File: src/hw/rtl/spq_pkg.sv
`timescale 1ns / 1ps
// ----------------------------------------------------------------------------
// spq_pkg: shared types and constants for the sorted priority queue
// Command and status codes, widths, and the controller/datapath link types.
// ----------------------------------------------------------------------------
package spq_pkg;

	localparam int QueueDepth = 64;
	localparam int IdxW       = $clog2(QueueDepth);
	localparam int CntW       = IdxW + 1;
	localparam int KeyW       = 16;
	localparam int HndW       = 16;

	localparam logic [2:0] CMD_OFFER   = 3'd0;
	localparam logic [2:0] CMD_POLL    = 3'd1;
	localparam logic [2:0] CMD_READ    = 3'd2;
	localparam logic [2:0] CMD_RM_HND  = 3'd3;
	localparam logic [2:0] CMD_RM_IDX  = 3'd4;
	localparam logic [2:0] CMD_CLEAR   = 3'd5;

	localparam logic [1:0] ST_OK       = 2'd0;
	localparam logic [1:0] ST_MISSING  = 2'd1;
	localparam logic [1:0] ST_FULL     = 2'd2;

	// controller -> datapath
	typedef struct packed {
		logic load;   // latch the incoming command
		logic exec;   // run a command other than remove handle and capture its result
		logic scan;   // one remove-handle step
	} spq_ctl_t;

	// datapath -> controller
	typedef struct packed {
		logic is_rm_hnd;  // latched command is remove handle
		logic match_any;  // some held entry still carries the handle
	} spq_sts_t;

endpackage

File: src/hw/rtl/spq_ctrl.sv
`timescale 1ns / 1ps
// ----------------------------------------------------------------------------
// spq_ctrl: command sequencer
// Accepts a command, runs it in S_EXEC or, for remove handle, steps
// the datapath, deleting one matching entry per step until none is left, then strobes the result.
// ----------------------------------------------------------------------------
module spq_ctrl import spq_pkg::*; (
	input  logic     clk,
	input  logic     arst_n,
	input  logic     start,
	output logic     busy,
	output logic     done,
	output spq_ctl_t ctl,
	input  spq_sts_t sts
);

	typedef enum logic [1:0] {S_IDLE, S_EXEC, S_SCAN} state_t;

	state_t state_q;
	logic   done_q;

	// state and result strobe
	always_ff @(posedge clk or negedge arst_n) begin
		if (!arst_n) begin
			state_q <= S_IDLE;
			done_q  <= 1'b0;
		end else begin
			done_q <= 1'b0;
			case (state_q)
				S_IDLE: begin
					if (start) state_q <= S_EXEC;
				end
				S_EXEC: begin
					if (sts.is_rm_hnd) begin
						state_q <= S_SCAN;
					end else begin
						state_q <= S_IDLE;
						done_q  <= 1'b1;
					end
				end
				S_SCAN: begin
					if (!sts.match_any) begin
						state_q <= S_IDLE;
						done_q  <= 1'b1;
					end
				end
				default: state_q <= S_IDLE;
			endcase
		end
	end

	// command decode
	always_comb begin
		ctl.load = (state_q == S_IDLE) && start;
		ctl.exec = (state_q == S_EXEC) && !sts.is_rm_hnd;
		ctl.scan = (state_q == S_SCAN);
	end

	assign busy = (state_q != S_IDLE);
	assign done = done_q;

	a_done_after_work: assert property (@(posedge clk) disable iff (!arst_n)
		done |-> $past(state_q) != S_IDLE)
		else $error("result strobe without work");
	a_done_single: assert property (@(posedge clk) disable iff (!arst_n)
		done |=> !done)
		else $error("result strobe held two cycles");
	a_scan_only_rm: assert property (@(posedge clk) disable iff (!arst_n)
		state_q == S_SCAN |-> sts.is_rm_hnd)
		else $error("scan state for a command other than remove handle");

endmodule

File: config.mk
export PLATFORM = sky130hd
export DESIGN_NAME = spq_ctrl
export DESIGN_NICKNAME = d
export VERILOG_FILES = /design/src/hw/rtl/spq_pkg.sv /design/src/hw/rtl/spq_ctrl.sv
export SDC_FILE = /design/constraint.sdc
export NUM_CORES = 1
export LEC_CHECK = 0
export BUFFER_PORTS_ARGS = -buffer_cell sky130_fd_sc_hd__buf_2
export CORE_AREA = 3 3 40 42
export CTS_CLUSTER_DIAMETER = 120
export DETAILED_ROUTE_END_ITERATION = 8
export DIE_AREA = 0 0 43 45
export SYNTH_ARGS = -nofsm -noshare
export SYNTH_HDL_FRONTEND = slang
export SYNTH_SLANG_ARGS = --single-unit
export TNS_END_PERCENT = 10
File: constraint.sdc
create_clock -name clk -period 1.35 [get_ports clk]
set_input_delay 0.27 -clock clk [delete_from_list [all_inputs] [get_ports clk]]
set_output_delay 0.27 -clock clk [all_outputs]
set_load 0.1 [all_outputs]
Word level (Yosys, flattened, before mapping) --
Index checks and enable logic that the tools add are counted.
Word-level totals: register bits 3, latch bits 0, bits in writable memories 0, memory bits (read-only) 0, input port bits 5, output and inout port bits 5, logic and storage cells 19, memories kept 0
Operators by class: $add $sub $neg 0, multipliers 0, divide/modulo/power cells 0, order comparisons 0, eq/ne operators 4, shift-type cells 0, mux-type cells 7, bitwise gates (word level) 0, reductions and logical operators 6
Operator list (number):
- 2-to-1 mux 2 bit | 3
- one-hot mux 2 bit (3 select lines) | 1
- != test 2 bit, second input constant | 2
- equality test 2 x 1 -> 1 bit, second input constant | 1
- equality test 2 bit, second input constant | 1
- logical AND 1 bit | 2
- zero test 2 bit | 1
- 2-to-1 mux 1 bit | 2
- one-hot mux 1 bit (2 select lines) | 1
- AND reduction 2 bit | 1
- nonzero test 2 bit | 1
- zero test 1 bit | 1

Longest topological paths before layout --
depth after elaboration 3, mapped depth 5

Worst setup path before layout --
No wires, ideal clock.
path kind register to register, start register state_q[1], end register done_q (netlist: done), setup time 0.070 ns, arrival 2.289 ns, path slack -1.009 ns, cell stages (with the launch flop) 5, buffers on the path 0, cells stage by stage dfrtp_1 inv_1 ha_1 nor2b_1 o21a_1
On the way: longest elaborated chain between the ends 2, elaborated cells between the ends (all ways) 3
RTL lines:
- start, declared | RTL line spq_ctrl.sv:19 | state_t state_q;
- start signal, assigned | RTL line spq_ctrl.sv:25 | state_q <= S_IDLE;
- start signal, assigned | RTL line spq_ctrl.sv:31 | if (start) state_q <= S_EXEC;
- start signal, assigned | RTL line spq_ctrl.sv:35 | state_q <= S_SCAN;
- equality test 2 bit / equality test 2 x 1 -> 1 bit (equally long branches) | RTL line spq_ctrl.sv:29 | case (state_q)
- one-hot mux 1 bit (2 select lines) (*) | RTL line spq_ctrl.sv:29
- end signal, assigned | RTL line spq_ctrl.sv:26 | done_q <= 1'b0;
- end signal, assigned | RTL line spq_ctrl.sv:28 | done_q <= 1'b0;
- end signal, assigned | RTL line spq_ctrl.sv:38 | done_q <= 1'b1;
- end, declared | RTL line spq_ctrl.sv:20 | logic done_q;
Mark *: on every way between the ends. The rest lies on a longest branch, timed or not. A chain may end at the register's enable or synchronous reset.

==> results.sh <==
export IMPL_run_status="complete, but fails checks"
export IMPL_violations="negative setup slack"
export IMPL_dr_pass1_iters=2
export IMPL_cp_arrival_ns=1.24
export IMPL_critPathLaunchType="register"
export IMPL_synth_most_common_cell="ha_1"
export IMPL_ys_top_cells_by_area="dfrtp_1 (34%), ha_1 (28%), a2bb2oi_2 (6.8%)"
export IMPL_hold_viol=0
export IMPL_endpoint="ctl[1]"
export IMPL_drive_gt1_share_pct=75.00
export IMPL_fin_crit_sh_pct=112.0
export IMPL_fin_setup_tns_ns=-0.5974
export IMPL_maxSlewHeadroom_pct=67.47
export IMPL_grt_overflow_total=0
export IMPL_worstPathRequired_ns=1.08
export IMPL_rsz0062_at_grt="yes"
export IMPL_hold_class="in -> reg"
export IMPL_cts_htree_levels=1
export IMPL_grt_antenna_before_repair=0
export IMPL_synthFlopType="dfrtp_1"
export IMPL_regToRegStartpoint="state_q[1]"
export IMPL_setup_ws_ns=-0.1616
export IMPL_num_io_pins=10
export IMPL_fp_dieW_um=43
export IMPL_hpwlAfterDp_um=394.1
export IMPL_synth_distinct_cells=11
export IMPL_syn_inst=19
export IMPL_tightest_slew_ns=0.4913
export IMPL_cts_sinks=3
export IMPL_slew_violations=0
export IMPL_cts_made_buffers=3
export IMPL_routed_wirelength_um=549
export IMPL_fmax_mhz=661.6
export IMPL_yosys_warnings=0
export IMPL_use_met2_pct=8.383
export IMPL_pre_cts_slack_ns=-0.004679
export IMPL_portBuffers=9
export IMPL_rows=13
export IMPL_place_gp_congestion=0.6641
export IMPL_grt_max_degree=5
export IMPL_synth_edf_count=0
export IMPL_clkLatencyLatePin_ns=0.23
export IMPL_ant_nets=0
export IMPL_nets=51
export IMPL_end_kind="output pin"
export IMPL_vias_per_cell=3.673
export IMPL_vias=202
export IMPL_syn_area_um2=220.2
export IMPL_synth_async_reset_ratio_pct=100.0
export IMPL_crit_fanout=3
export IMPL_drc=0
export IMPL_path_class="reg -> out"
export IMPL_min_period_ns=1.512
export IMPL_syn_num_nets=29
export IMPL_crit_slowest_cell="dfrtp_1"
export IMPL_grt_usage_pct=5.922
export IMPL_setup_viol=5
export IMPL_globalRouteMet1Util_pct=6.295
export IMPL_die_area_um2=1935
export IMPL_grt_pass1_vias=198
export IMPL_routedWlPerCell_um=9.982
export IMPL_cts_tree="yes"
export IMPL_cp_cell_sequence="inv_2 -> ha_4 -> nor2b_4 -> buf_12"
export IMPL_cts_root_buf="clkbuf_4"
export IMPL_rrSetupSlack_ns=-0.05
export IMPL_cap_violations=0
export IMPL_r2r_end="state_q[0]"
export IMPL_yosys_area_top_type="dfrtp_1"
export IMPL_first_iter_violations=1
export IMPL_grt_pass1_wl_um=786
export IMPL_final_area_um2=488.0
export IMPL_diodes=0
export IMPL_clockBufferDepth=2
export IMPL_area_growth_pct=121.6
export IMPL_fin_skew_ns=0.004247
export IMPL_yosysSeqAreaShare_pct=34.09
export IMPL_use_met3_pct=3.187
export IMPL_syn_avg_cell_area_um2=11.59
export IMPL_chipHeight_um=45
export IMPL_place_area_um2=386.6
export IMPL_critical_path_startpoint="state_q[1]"
export IMPL_start_util_pct=17.14
export IMPL_global_route_peak_usage_layer="met2"
export IMPL_synth_top_area_share_pct=34.09
export IMPL_max_stage_delay_ns=0.38
export IMPL_core_area_um2=1285
export IMPL_path_clk_slew_ns=0.04
export IMPL_synth_common_cells="ha_1 (5), dfrtp_1 (3), inv_1 (2), nor2b_1 (2)"
export IMPL_worstRegToRegCells=5
export IMPL_synth_seq_cells=3
[cells by family after synthesis]
| family | Yosys count | share of synthesized area [%] |
|---|---|---|
| DFF | 3 | 34.09 |
| adders and majority gates | 5 | 28.41 |
| muxes | 2 | 11.36 |
| buffers and inverters | 3 | 5.113 |
| AOI/OAI and AO/OA | 2 | 10.23 |
| and+or+nand+nor | 4 | 10.79 |
[state kept, by name, indices dropped and copies added, names as in the netlist]
signal / flops
state_q: 2
done: 1
[critical path, delay by kind of cell (launching register included)]
family | cells | cell delay (ns)
flops | 1 | 0.38
fa+ha+maj | 1 | 0.14
buf+inv | 2 | 0.30
simple gates | 1 | 0.18
[what timing repair did]
action / CTS / global route
endpoints found under the hold margin: 3 / 0
hold buffers: 1 / 0
setup buffers: 2 / 1
gates cloned: 0 / 0
gates resized for setup: 7 / 2
setup endpoints to repair: 5 / 5
pin swaps: 0 / 1
[metrics by stage]
stage / hold slack (ns) / utilization, % / cells
global route: 0.3145 / 37.97 / 55
CTS: 0.3047 / 36.32 / 54
finish: 0.3171 / 37.97 / 55
detailed placement: 0.07064 / 30.09 / 47
floorplan: -0.02559 / - / 19
global placement: 0.06991 / 30.09 / 47
[worst min-delay path by stage]
| stage | start | end | slack, ns | depth (start not counted) |
|---|---|---|---|---|
| floorplan | arst_n | done | -0.03 | 0 |
| global placement | arst_n | state_q[0] | 0.07 | 1 |
| detailed placement | arst_n | state_q[0] | 0.07 | 1 |
| CTS | sts[1] | state_q[1] | 0.30 | 3 |
| global route | sts[1] | state_q[1] | 0.31 | 3 |
| finish | sts[1] | state_q[1] | 0.32 | 3 |
[cell usage in the layout (no fill, tap or decap), types with 2 or more instances in the layout]
| master | instances |
|---|---|
| buf_4 | 6 |
| buf_2 | 5 |
| buf_12 | 4 |
| clkbuf_4 | 3 |
| dfrtp_1 | 3 |
| inv_2 | 2 |
| ha_4 | 2 |
| ha_2 | 2 |
[cell type report]
class	instances	area, um^2
inverter	3	13.76
timing repair buffer	17	171.4
multi-input combinational	13	182.7
fill	127	797.0
clock buffer	4	26.28
tap	15	18.77
sequential	3	75.07
[metal layers]
metal / up-vias / wire length, um
li1: 102 / -
met1: 90 / 239
met2: 10 / 248
met3: 0 / 61
met4: 0 / 0
met5: - / 0
Power is left out: the tool's default activity adds up to more than one toggle a clock period on the data nets, which glitch-free logic cannot reach.
